File: src/spte_pkg.sv
// Package with the shared types, codes and the CRC-8 step function.
`timescale 1ns / 1ps
package spte_pkg;

	typedef struct packed {
		logic [2:0] func;
		logic [2:0] kind;
		logic [6:0] target_address;
		logic [7:0] command_code;
		logic [7:0] byte_value;
		logic [7:0] block_length;
		logic [7:0] read_limit;
		logic       nacked;
	} in_beat_t;

	typedef struct packed {
		logic [1:0] result_kind;
		logic [6:0] bus_address;
		logic       read_direction;
		logic [8:0] transfer_count;
		logic       auto_stop;
		logic [7:0] out_byte;
		logic [2:0] status;
		logic       last;
	} out_beat_t;

	// Event codes.
	localparam logic [2:0] FUNC_START = 3'd0;
	localparam logic [2:0] FUNC_DATA  = 3'd1;
	localparam logic [2:0] FUNC_ACK   = 3'd2;
	localparam logic [2:0] FUNC_RX    = 3'd3;
	localparam logic [2:0] FUNC_TICK  = 3'd4;

	// Result kinds.
	localparam logic [1:0] RK_START  = 2'd0;
	localparam logic [1:0] RK_TX     = 2'd1;
	localparam logic [1:0] RK_RXDATA = 2'd2;
	localparam logic [1:0] RK_STATUS = 2'd3;

	// Status codes.
	localparam logic [2:0] ST_OK       = 3'd0;
	localparam logic [2:0] ST_NACK     = 3'd1;
	localparam logic [2:0] ST_TIMEOUT  = 3'd2;
	localparam logic [2:0] ST_PEC      = 3'd3;
	localparam logic [2:0] ST_OVERFLOW = 3'd4;

	// Transaction kinds.
	localparam logic [2:0] K_SEND   = 3'd0;
	localparam logic [2:0] K_WRBYTE = 3'd1;
	localparam logic [2:0] K_RDBYTE = 3'd2;
	localparam logic [2:0] K_WRWORD = 3'd3;
	localparam logic [2:0] K_RDWORD = 3'd4;
	localparam logic [2:0] K_BLKWR  = 3'd5;
	localparam logic [2:0] K_BLKRD  = 3'd6;
	localparam logic [2:0] K_BWBR   = 3'd7;

	localparam logic [15:0] WAIT_LIMIT_RESET = 16'd10000;

	// Two result beats per event at most, plus a count.
	typedef struct packed {
		logic [1:0] n;
		out_beat_t  r0;
		out_beat_t  r1;
	} res_pair_t;

	// One CRC-8 step, polynomial x^8+x^2+x+1.
	function automatic logic [7:0] crc8_step(input logic [7:0] crc, input logic [7:0] b);
		logic [7:0] c;
		c = crc ^ b;
		for (int i = 0; i < 8; i++) begin
			c = c[7] ? ((c << 1) ^ 8'h07) : (c << 1);
		end
		return c;
	endfunction

endpackage

File: src/spte_front.sv
// Front part: takes event beats, runs the transaction sequencer, emits result pairs.
`timescale 1ns / 1ps
module spte_front (
	input  logic                clk,
	input  logic                arst_n,
	input  logic                in_valid,
	output logic                in_ready,
	input  spte_pkg::in_beat_t  in_data,
	input  logic [15:0]         wait_limit,
	output logic                pair_valid,
	input  logic                pair_ready,
	output spte_pkg::res_pair_t pair_data
);
	import spte_pkg::*;

	typedef enum logic [3:0] {
		PH_IDLE, PH_ACK_CMD, PH_WAIT_DATA, PH_ACK_DATA, PH_ACK_PEC,
		PH_RX_COUNT, PH_RX_DATA, PH_RX_PEC
	} phase_t;

	phase_t     phase_q, phase_d;
	logic [2:0] kind_q, kind_d;
	logic [6:0] addr_q, addr_d;
	logic [7:0] pec_q, pec_d;
	logic [7:0] left_q, left_d;
	logic [7:0] limit_q, limit_d;
	logic [15:0] wait_q, wait_d;
	res_pair_t  res;
	logic       ack_wait, rx_wait;
	logic [15:0] wait_inc;
	logic [7:0] rd_addr_byte;

	function automatic out_beat_t mk(input logic [1:0] rk, input logic [6:0] a,
		input logic rd, input logic [8:0] cnt, input logic stp, input logic [7:0] b,
		input logic [2:0] st, input logic lst);
		out_beat_t o;
		o.result_kind = rk; o.bus_address = a; o.read_direction = rd;
		o.transfer_count = cnt; o.auto_stop = stp; o.out_byte = b;
		o.status = st; o.last = lst;
		return o;
	endfunction

	// Accept whenever the queue has room; one event per cycle.
	assign in_ready   = pair_ready;
	assign pair_valid = in_valid && in_ready;
	assign pair_data  = res;

	// Next-state and result logic, mirroring one event step.
	always_comb begin
		ack_wait = (phase_q == PH_ACK_CMD) || (phase_q == PH_ACK_DATA) || (phase_q == PH_ACK_PEC);
		rx_wait  = (phase_q == PH_RX_COUNT) || (phase_q == PH_RX_DATA) || (phase_q == PH_RX_PEC);
		wait_inc = wait_q + 16'd1;
		rd_addr_byte = {addr_q, 1'b1};
		phase_d = phase_q; kind_d = kind_q; addr_d = addr_q; pec_d = pec_q;
		left_d = left_q; limit_d = limit_q; wait_d = wait_q;
		res = '0;
		case (in_data.func)
			FUNC_START: begin
				if (phase_q == PH_IDLE) begin
					kind_d = in_data.kind; addr_d = in_data.target_address;
					limit_d = in_data.read_limit; left_d = in_data.block_length;
					wait_d = '0;
					res.n = 2'd2;
					case (in_data.kind)
						K_SEND:   res.r0 = mk(RK_START, in_data.target_address, 1'b0, 9'd2, 1'b1, 8'd0, ST_OK, 1'b0);
						K_WRBYTE: res.r0 = mk(RK_START, in_data.target_address, 1'b0, 9'd3, 1'b1, 8'd0, ST_OK, 1'b0);
						K_WRWORD: res.r0 = mk(RK_START, in_data.target_address, 1'b0, 9'd4, 1'b1, 8'd0, ST_OK, 1'b0);
						K_BLKWR:  res.r0 = mk(RK_START, in_data.target_address, 1'b0,
							{1'b0, in_data.block_length} + 9'd3, 1'b1, 8'd0, ST_OK, 1'b0);
						K_BWBR:   res.r0 = mk(RK_START, in_data.target_address, 1'b0,
							{1'b0, in_data.block_length} + 9'd3, 1'b0, 8'd0, ST_OK, 1'b0);
						default:  res.r0 = mk(RK_START, in_data.target_address, 1'b0, 9'd1, 1'b0, 8'd0, ST_OK, 1'b0);
					endcase
					res.r1 = mk(RK_TX, 7'd0, 1'b0, 9'd0, 1'b0, in_data.command_code, ST_OK, 1'b0);
					pec_d = crc8_step(crc8_step(8'd0, {in_data.target_address, 1'b0}),
						in_data.command_code);
					phase_d = PH_ACK_CMD;
				end
			end
			FUNC_TICK: begin
				if (ack_wait || rx_wait) begin
					wait_d = wait_inc;
					if (wait_inc >= wait_limit) begin
						res.n = 2'd1;
						res.r0 = mk(RK_STATUS, 7'd0, 1'b0, 9'd0, 1'b0, 8'd0, ST_TIMEOUT, 1'b1);
						phase_d = PH_IDLE; wait_d = '0;
					end
				end
			end
			FUNC_ACK: begin
				if (in_data.nacked && (ack_wait || rx_wait)) begin
					res.n = 2'd1;
					res.r0 = mk(RK_STATUS, 7'd0, 1'b0, 9'd0, 1'b0, 8'd0, ST_NACK, 1'b1);
					phase_d = PH_IDLE; wait_d = '0;
				end else if (ack_wait) begin
					wait_d = '0;
					if (phase_q == PH_ACK_CMD) begin
						case (kind_q)
							K_SEND: begin
								res.n = 2'd1;
								res.r0 = mk(RK_TX, 7'd0, 1'b0, 9'd0, 1'b0, pec_q, ST_OK, 1'b0);
								phase_d = PH_ACK_PEC;
							end
							K_WRBYTE: begin left_d = 8'd1; phase_d = PH_WAIT_DATA; end
							K_WRWORD: begin left_d = 8'd2; phase_d = PH_WAIT_DATA; end
							K_BLKWR, K_BWBR: begin
								res.n = 2'd1;
								res.r0 = mk(RK_TX, 7'd0, 1'b0, 9'd0, 1'b0, left_q, ST_OK, 1'b0);
								pec_d = crc8_step(pec_q, left_q);
								phase_d = PH_ACK_DATA;
							end
							K_RDBYTE: begin
								left_d = 8'd1; res.n = 2'd1;
								res.r0 = mk(RK_START, addr_q, 1'b1, 9'd2, 1'b1, 8'd0, ST_OK, 1'b0);
								pec_d = crc8_step(pec_q, rd_addr_byte);
								phase_d = PH_RX_DATA;
							end
							K_RDWORD: begin
								left_d = 8'd2; res.n = 2'd1;
								res.r0 = mk(RK_START, addr_q, 1'b1, 9'd3, 1'b1, 8'd0, ST_OK, 1'b0);
								pec_d = crc8_step(pec_q, rd_addr_byte);
								phase_d = PH_RX_DATA;
							end
							default: begin
								res.n = 2'd1;
								res.r0 = mk(RK_START, addr_q, 1'b1, 9'd1, 1'b0, 8'd0, ST_OK, 1'b0);
								pec_d = crc8_step(pec_q, rd_addr_byte);
								phase_d = PH_RX_COUNT;
							end
						endcase
					end else if (phase_q == PH_ACK_DATA) begin
						if (left_q != 8'd0) begin
							phase_d = PH_WAIT_DATA;
						end else begin
							res.n = 2'd1;
							res.r0 = mk(RK_TX, 7'd0, 1'b0, 9'd0, 1'b0, pec_q, ST_OK, 1'b0);
							phase_d = PH_ACK_PEC;
						end
					end else if (kind_q == K_BWBR) begin
						// Read phase PEC restarts at the read address.
						res.n = 2'd1;
						res.r0 = mk(RK_START, addr_q, 1'b1, 9'd1, 1'b0, 8'd0, ST_OK, 1'b0);
						pec_d = crc8_step(8'd0, rd_addr_byte);
						phase_d = PH_RX_COUNT;
					end else begin
						res.n = 2'd1;
						res.r0 = mk(RK_STATUS, 7'd0, 1'b0, 9'd0, 1'b0, 8'd0, ST_OK, 1'b1);
						phase_d = PH_IDLE; wait_d = '0;
					end
				end
			end
			FUNC_DATA: begin
				if (phase_q == PH_WAIT_DATA) begin
					left_d = left_q - 8'd1;
					res.n = 2'd1;
					res.r0 = mk(RK_TX, 7'd0, 1'b0, 9'd0, 1'b0, in_data.byte_value, ST_OK, 1'b0);
					pec_d = crc8_step(pec_q, in_data.byte_value);
					phase_d = PH_ACK_DATA;
				end
			end
			FUNC_RX: begin
				if (rx_wait) begin
					wait_d = '0;
					res.n = 2'd1;
					if (phase_q == PH_RX_PEC) begin
						res.r0 = mk(RK_STATUS, 7'd0, 1'b0, 9'd0, 1'b0, 8'd0,
							(in_data.byte_value == pec_q) ? ST_OK : ST_PEC, 1'b1);
						phase_d = PH_IDLE;
					end else begin
						pec_d = crc8_step(pec_q, in_data.byte_value);
						if (phase_q == PH_RX_COUNT) begin
							if (in_data.byte_value > limit_q) begin
								res.r0 = mk(RK_STATUS, 7'd0, 1'b0, 9'd0, 1'b0, 8'd0, ST_OVERFLOW, 1'b1);
								phase_d = PH_IDLE;
							end else begin
								left_d = in_data.byte_value;
								res.r0 = mk(RK_START, addr_q, 1'b1,
									{1'b0, in_data.byte_value} + 9'd1, 1'b1, 8'd0, ST_OK, 1'b0);
								phase_d = (in_data.byte_value != 8'd0) ? PH_RX_DATA : PH_RX_PEC;
							end
						end else begin
							res.r0 = mk(RK_RXDATA, 7'd0, 1'b0, 9'd0, 1'b0, in_data.byte_value, ST_OK, 1'b0);
							left_d = left_q - 8'd1;
							if (left_q == 8'd1) phase_d = PH_RX_PEC;
						end
					end
				end
			end
			default: ;
		endcase
	end

	// Transaction state.
	always_ff @(posedge clk or negedge arst_n) begin
		if (!arst_n) begin
			phase_q <= PH_IDLE; kind_q <= '0; addr_q <= '0; pec_q <= '0;
			left_q <= '0; limit_q <= '0; wait_q <= '0;
		end else if (in_valid && in_ready) begin
			phase_q <= phase_d; kind_q <= kind_d; addr_q <= addr_d; pec_q <= pec_d;
			left_q <= left_d; limit_q <= limit_d; wait_q <= wait_d;
		end
	end

endmodule

File: src/spte_back.sv
// Back part: queue of result pairs, drained one result beat at a time.
`timescale 1ns / 1ps
module spte_back #(
	parameter int unsigned DEPTH = 4
) (
	input  logic                  clk,
	input  logic                  arst_n,
	input  logic                  pair_valid,
	output logic                  pair_ready,
	input  spte_pkg::res_pair_t   pair_data,
	output logic                  out_valid,
	input  logic                  out_ready,
	output spte_pkg::out_beat_t   out_data
);
	import spte_pkg::*;

	localparam int unsigned AW = (DEPTH > 1) ? $clog2(DEPTH) : 1;

	res_pair_t       mem_q [DEPTH];
	logic [AW-1:0]   wr_q, rd_q;
	logic [AW:0]     cnt_q;
	logic            sel_q;
	logic            push, pop_beat, pop_pair;
	res_pair_t       head;

	// Pairs with no results are dropped at the door.
	assign pair_ready = (cnt_q != DEPTH[AW:0]);
	assign push       = pair_valid && pair_ready && (pair_data.n != 2'd0);
	assign head       = mem_q[rd_q];
	assign out_valid  = (cnt_q != '0);
	assign out_data   = sel_q ? head.r1 : head.r0;
	assign pop_beat   = out_valid && out_ready;
	assign pop_pair   = pop_beat && (sel_q || (head.n == 2'd1));

	// Queue storage.
	always_ff @(posedge clk) begin
		if (push) mem_q[wr_q] <= pair_data;
	end

	// Pointers, fill count and beat select within the head pair.
	always_ff @(posedge clk or negedge arst_n) begin
		if (!arst_n) begin
			wr_q <= '0; rd_q <= '0; cnt_q <= '0; sel_q <= 1'b0;
		end else begin
			if (push) wr_q <= (wr_q == AW'(DEPTH - 1)) ? '0 : wr_q + 1'b1;
			if (pop_pair) rd_q <= (rd_q == AW'(DEPTH - 1)) ? '0 : rd_q + 1'b1;
			cnt_q <= cnt_q + {{AW{1'b0}}, push} - {{AW{1'b0}}, pop_pair};
			if (pop_pair) sel_q <= 1'b0;
			else if (pop_beat) sel_q <= 1'b1;
		end
	end

endmodule

File: src/smbus_pec_transaction_engine.sv
// Top level of the SMBus host transaction framer with PEC.
`timescale 1ns / 1ps
// SMBus/PMBus host framer with CRC-8 PEC. Event beats are taken while the queue has room;
// each gives up to two result beats, which go into a short queue (QUEUE_DEPTH pairs) and
// leave one beat per cycle while out_ready is high. Zero-result events queue nothing;
// two-result events hold the output for both beats; the output port sets the rate. The
// wait_limit register must be written via cfg_valid/cfg_ready while idle (unchecked).
module smbus_pec_transaction_engine #(
	parameter int unsigned QUEUE_DEPTH = 4
) (
	input  logic                clk,
	input  logic                arst_n,
	input  logic                in_valid,
	output logic                in_ready,
	input  spte_pkg::in_beat_t  in_data,
	output logic                out_valid,
	input  logic                out_ready,
	output spte_pkg::out_beat_t out_data,
	input  logic                cfg_valid,
	output logic                cfg_ready,
	input  logic [15:0]         cfg_data
);
	import spte_pkg::*;

	logic        pair_valid, pair_ready;
	res_pair_t   pair_data;
	logic [15:0] wait_limit_q;

	// Configuration register.
	assign cfg_ready = 1'b1;
	always_ff @(posedge clk or negedge arst_n) begin
		if (!arst_n) wait_limit_q <= WAIT_LIMIT_RESET;
		else if (cfg_valid) wait_limit_q <= cfg_data;
	end

	spte_front u_front (
		.clk(clk), .arst_n(arst_n),
		.in_valid(in_valid), .in_ready(in_ready), .in_data(in_data),
		.wait_limit(wait_limit_q),
		.pair_valid(pair_valid), .pair_ready(pair_ready), .pair_data(pair_data)
	);

	spte_back #(.DEPTH(QUEUE_DEPTH)) u_back (
		.clk(clk), .arst_n(arst_n),
		.pair_valid(pair_valid), .pair_ready(pair_ready), .pair_data(pair_data),
		.out_valid(out_valid), .out_ready(out_ready), .out_data(out_data)
	);

endmodule

File: config.mk
export PLATFORM = sky130hd
export DESIGN_NAME = smbus_pec_transaction_engine
export DESIGN_NICKNAME = d
export VERILOG_FILES = /design/src/spte_pkg.sv /design/src/spte_front.sv /design/src/spte_back.sv /design/src/smbus_pec_transaction_engine.sv
export SDC_FILE = /design/constraint.sdc
export NUM_CORES = 1
export LEC_CHECK = 0
export ABC_AREA = 1
export BUFFER_PORTS_ARGS = -buffer_cell sky130_fd_sc_hd__buf_2
export CELL_PAD_IN_SITES_DETAIL_PLACEMENT = 1
export CELL_PAD_IN_SITES_GLOBAL_PLACEMENT = 1
export CORE_AREA = 3 3 173 175
export DETAILED_ROUTE_END_ITERATION = 12
export DIE_AREA = 0 0 176 178
export GPL_TIMING_DRIVEN = 0
export PLACE_DENSITY = 0.85
export SLEW_MARGIN = 20
export SYNTH_ARGS = -nofsm -noshare
export SYNTH_HDL_FRONTEND = slang
export SYNTH_SLANG_ARGS = --single-unit
File: constraint.sdc
create_clock -name clk -period 7 [get_ports clk]
set_input_delay 1.05 -clock clk [delete_from_list [all_inputs] [get_ports clk]]
set_output_delay 1.05 -clock clk [all_outputs]
set_load 0.005 [all_outputs]
* Yosys cells after proc, flatten, opt, wreduce, memory -nomap -nowiden
Memory sizes are Yosys's and may differ from the RTL's.
Index checks and enable logic that the tools add are counted.
** Word-level totals
- Logic and storage cells :: 274
- Output and inout bits :: 35
- Bits in writable memories :: 264
- Bits in registers :: 78
- Memories kept :: 1
** Cells by class
- $add $sub $neg :: 8
- Order comparisons :: 2
- Reduce and logical (&&, ||, !) cells :: 35
- Equal/unequal tests :: 43
- Bitwise logic cells :: 52
- Mux-type cells :: 121
** Memory list
- u_back.mem_q :: words 4, width 66, read ports 1, clocked after Yosys merged registers in 0, wr ports 1, RTL line spte_back.sv:19 : res_pair_t mem_q [DEPTH];
** Operators with widths (count)
- $mux W32 :: 6
- $mux W34 :: 5
- $pmux W34 S5 :: 1
- $pmux W33 S5 :: 1
- $mux W3 :: 50
- $mux W8 :: 18
- $not A3 Y3 :: 48
- $mux W33 :: 4
- $pmux W22 S5 :: 1
- $mux W16 :: 6
- $mux W66 :: 1
- $pmux W16 S4 :: 1
- $pmux W8 S4 :: 2
- $mux W4 :: 13
- $pmux W8 S2 :: 2
- $xor A8 B8 Y8 :: 4
- $reduce_and A11 Y1 :: 2
- $pmux W4 S5 :: 1
- $eq A3 B3 Y1 const B :: 6
- $add A16 B1 Y16 const B :: 1
- $eq A4 B3 Y1 const B :: 4
- $ge A16 B16 Y1 :: 1
- $reduce_bool A8 Y1 :: 2
- $eq A3 B2 Y1 const B :: 5
- other kinds (36) :: 76

* Depth between registers and ports, before layout
- Depth after elaboration :: 35
- Gate-level depth with buffers :: 24

* Cells and area by module
From an unflattened synthesis, not the netlist that was laid out.
** Unflattened totals
- Cells, all modules :: 2062
- Area total of the unflattened synthesis :: 18415.2 um^2
** Modules (own cells, without submodules)
- spte_back :: area an instance 10744.1 um^2, sequential area each 8127.8 um^2, times used 1, cells an instance 800
- spte_front :: area an instance 7009.2 um^2, sequential area each 1326.3 um^2, times used 1, cells an instance 1192
- smbus_pec_transaction_engine :: area an instance 661.9 um^2, sequential area each 406.6 um^2, times used 1, cells an instance 70

* Worst setup path before layout
OpenSTA, ideal clock, no wires.
- Path kind :: reg2reg
- Start :: reg u_front.wait_q[0]
- End :: mem u_back.mem_q[0][10] (netlist bit), enable pin
- Stages on the path, launching flop included :: 19
- Data arrival time :: 4.332 ns
- Clock period less this slack :: 4.775 ns
- Buffers on the path :: 0
- Path slack :: 2.225 ns
- Setup time :: 0.443 ns
- Cell sequence :: dfrtp_1 > ha_1 > nand3_1 > nor2_1 > nand2_1 > nor2_1 > nand3_1 > nor2_1 > nand3_1 > xnor2_1 > ha_1 > nand2_1 > nor3_1 > nand3_1 > nand3_1 > nand2_1 > nand3_2 > nand2_2 > nor2_1
** Between the ends
- Word-level cells in the longest chain between the ends :: 9
** RTL lines
- from (decl) :: RTL line spte_front.sv:27 : logic [15:0] wait_q, wait_d;
- from (signal assigned) :: RTL line spte_front.sv:200 : left_q <= left_d; limit_q <= limit_d; wait_q <= wait_d;
- $add A16 B1 Y16 :: RTL line spte_front.sv:52 : wait_inc = wait_q + 16'd1;
- $ge A16 B16 Y1 :: RTL line spte_front.sv:83 : if (wait_inc >= wait_limit) begin
- $mux W33 :: RTL line spte_front.sv:83
- $mux W34 :: RTL line spte_front.sv:81 : if (ack_wait || rx_wait) begin
- $pmux W34 S5 :: RTL line spte_front.sv:57 : case (in_data.func)
- $reduce_bool A2 Y1 :: RTL line spte_back.sv:28 : assign push = pair_valid && pair_ready && (pair_data.n != 2'd0);
- $logic_and A1 B1 Y1 :: RTL line spte_back.sv:28
- $mux W1 :: RTL line spte_back.sv:37 : if (push) mem_q[wr_q] <= pair_data;
- $mux W1 (implied by the code) :: RTL line spte_back.sv:37
- to (decl) :: RTL line spte_back.sv:19
Every way passes these cells.

* Worst setup path in the final report
- Start :: reg u_front.wait_q[0]
- End :: mem u_back.mem_q[0][41] (netlist bit), enable pin
The elaborated chain is that of the path after synthesis.

==> results.ini <==
[clocking]
cts_made_buffers=27
htreeDepth=1
post_cts_resized=0
cts-root-buf=clkbuf_16
cts_buffer_depth=3
cts_hold_buf=0
clk_pin_slew_ns=0.06
cts.sinks=249
cts_tree=built
insertion_delay_ns=0.55
cts_setup_buffers=0

[timing]
period_needed_ns=4.82
timing.fmax_mhz=207
rsz0062_at_grt=no
fin_setup_tns_ns=0
fin_hold_ws_ns=0.457
period_share_pct=68.9
fin_ws_ns=2.18
relSlewSlack_pct=27.4
finalSetupViolCount=0
worst_pin_slew_ns=1.08
fin_skew_ns=0.0154
slew_viol_final=0
finalHoldViolations=0

[power]
clockPowerShare_pct=22.9
seqPwrFrac_pct=29.7
combPwrFrac_pct=47.4
total_power_mw=6.39
p_int_mw=3.57
power.density_nw_per_um2=394
p_leak_nw=7.19
power.switching_mw=2.81
p_sw_share_pct=44.0
ir_worst_vdd_mv=0.302

[setup_path]
worst-path-max-fanout=23
cp_num_buf_inv=2
critPathSlowestCell=nor2_4
endpoint_kind=register
critPathMaxStageDelay_ns=0.67
worstPathCellList=ha_1 -> nand3_1 -> nor2_1 -> nand2_1 -> nor2_1 -> nand3_1 -> o21ai_0 -> and2_1 -> inv_1 -> ha_1 -> nand2_1 -> nor3_1 -> nand3_1 -> nand3_1 -> nand2_1 -> nand3_2 -> nand2_2 -> nor2_4 -> buf_12
required_ns=7.24
r2r_slack_ns=2.18
reg2reg_from=u_front.wait_q[0]
crit_type=register to register
arrival_ns=5.06
rr_worst_depth=19
cpMostUsedCell=nand3_1
start_kind=register
critical_path.top_delay_family=simple AND/OR/NAND/NOR gates
r2r_end=u_back.mem_q[0][41]

[logic_synthesis]
synth_edf_count=172
avgSynthCellArea_sq_um=8.27
synth_ff_type=edfxtp_1
syn-num-nets=1826
synth_cells=1718
yosysUniqueCellTypes=54
netlist_area_sq_um=14200
async_reset_ff_share_pct=30.9
synth_seq_area_share_pct=50.0
yosysWarnings=0
ys_ff_latch=249

[global_route]
antenna_found_initial=0
grt_overflow=0
track_usage_pct=30.7
grt_pass1_wl_microns=74400
grt_max_degree=52
grt_pass1_vias=13600

[final_layout]
drive_above_1_share_pct=11.6
area_growth_pct=14.2
fill_cells=3489
diodes=0
nNetsFinal=1959
utilization_pct=56.7

[placement]
port-buffer-count=99
gp_congestion=0.946
dp_hpwl_microns=35900
dpl_worst_slack_ns=2.29

[detailed_routing]
drc_errors=0
vias=13000
postRouteAntennaNets=0
drtIter0Drc=1130
drt-total-wl_microns=48500
drt_pass1_iterations=8
vias_per_cell=5.75
drt-wirelength-per-cell_microns=21.5

[die]
row_count=62
initial_core_util_pct=49.6
die_h_microns=178
core_sq_um=28600
die_w_microns=176
pin_count=102
die-area_sq_um=31300

[outcome]
outcome=finished clean

[run]
drv_cap=0

[worst_hold_path]
worstHoldPathType=input pin to asynchronous set/reset pin

worst max-delay path by stage:
stage,slack (ns),from,cells past startpoint,end
floorplan,2.22,u_front.wait_q[0],18,u_back.mem_q[0][10]
global route,1.83,u_front.wait_q[0],19,u_back.mem_q[0][34]
finish,2.18,u_front.wait_q[0],19,u_back.mem_q[0][41]
detailed placement,2.29,u_front.wait_q[0],19,u_back.mem_q[0][42]
CTS,2.22,u_front.wait_q[0],19,u_back.mem_q[0][34]
global placement,0.26,u_front.wait_q[0],18,u_back.mem_q[1][51]
flip-flops by register name, summed over array words and instances, names as in the netlist:
signal	flops
u_front.left_q	8
u_front.phase_q	3
u_front.wait_q	16
u_front.pec_q	8
u_back.sel_q	1
u_front.addr_q	7
u_front.limit_q	8
u_back.rd_q	2
u_front.kind_q	3
u_back.cnt_q	3
u_back.wr_q	2
wait_limit_q	16
u_back.mem_q	172
per-stage QoR:
step,area (sq um),std cells
after floorplan,14200,1718
after global placement,15200,2201
after detailed placement,15300,2206
after CTS,16200,2256
after global routing,16200,2256
final,16200,2256
power groups by stage:
stage,clock network [mW],registers [mW],logic (mW)
3_5_place_dp,0,1.92,2.96
3_3_place_gp,0,1.91,2.78
5_1_grt,1.54,1.91,3.36
2_1_floorplan,0,1.88,2.00
6_report,1.46,1.90,3.02
4_1_cts,1.47,1.90,3.01
placed cells by master, fill, tap and decap left out, types with 5 or more instances in the layout:
master / instances
o22ai_1: 28
clkbuf_8: 6
dfstp_2: 5
clkbuf_1: 49
nand4_1: 7
clkinv_1: 5
o211ai_1: 5
edfxtp_1: 172
ha_1: 40
inv_1: 173
buf_2: 111
nor2_1: 259
nand2_1: 367
nor2_2: 7
dfrtp_1: 72
o21ai_1: 17
clkbuf_16: 27
a21oi_1: 65
xor2_1: 36
xnor2_1: 29
nor2_4: 5
inv_2: 7
nand2_2: 6
a31oi_1: 14
nor3_1: 17
buf_4: 6
nand3_1: 123
o21ai_0: 156
Yosys cell counts, types with 3 or more instances:
cell / number / share of area [%]
a21oi_1: 65 / 2.3
a31oi_1: 14 / 0.62
buf_2: 13 / 0.46
buf_4: 5 / 0.26
clkbuf_1: 44 / 1.2
clkinv_1: 4 / 0.11
dfrtp_1: 72 / 13
dfstp_2: 5 / 0.93
edfxtp_1: 172 / 36
ha_1: 40 / 3.5
inv_1: 173 / 4.6
inv_2: 7 / 0.19
nand2_1: 367 / 9.7
nand2_2: 6 / 0.26
nand3_1: 123 / 4.3
nand3_2: 4 / 0.28
nand4_1: 7 / 0.31
nor2_1: 263 / 7.0
nor2_2: 7 / 0.31
nor3_1: 17 / 0.60
o211ai_1: 5 / 0.26
o21ai_0: 156 / 5.5
o21ai_1: 17 / 0.60
o22ai_1: 28 / 1.2
o31ai_1: 3 / 0.16
or2_2: 3 / 0.13
xnor2_1: 29 / 1.8
xor2_1: 36 / 2.2
per-layer routing:
| metal | GRT usage (%) | vias to the layer above | part of all wire, % |
|---|---|---|---|
| li1 | - | 5952 | - |
| met1 | 38.9 | 6407 | 41 |
| met2 | 54.0 | 482 | 49 |
| met3 | 4.02 | 131 | 6.1 |
| met4 | 11.0 | 0 | 3.8 |
| met5 | 0 | - | 0 |
cell families after synthesis:
group           after synthesis  synth area share (%)
compound gates              298                  11.3
xor+xnor                     65                  4.01
fa+ha+maj                    41                  3.66
buf+inv                     253                  7.07
flops                       249                  50.0
mux                           3                 0.229
other cells                   1                0.0264
simple gates                808                  23.7
layout make-up:
| class | count | area, sq um | share of cell area (%) |
|---|---|---|---|
| flip-flops and latches | 249 | 7100 | 43.7 |
| multi-input cells | 1216 | 6130 | 37.8 |
| clock buffers | 38 | 777 | 4.79 |
| inverters | 186 | 702 | 4.33 |
| repair buffers | 104 | 606 | 3.73 |
| well taps | 384 | 480 | 2.96 |
| plain buffers | 67 | 303 | 1.87 |
| clock inverters | 12 | 129 | 0.794 |
No activity file was read; power rests on OpenSTA's default activity.
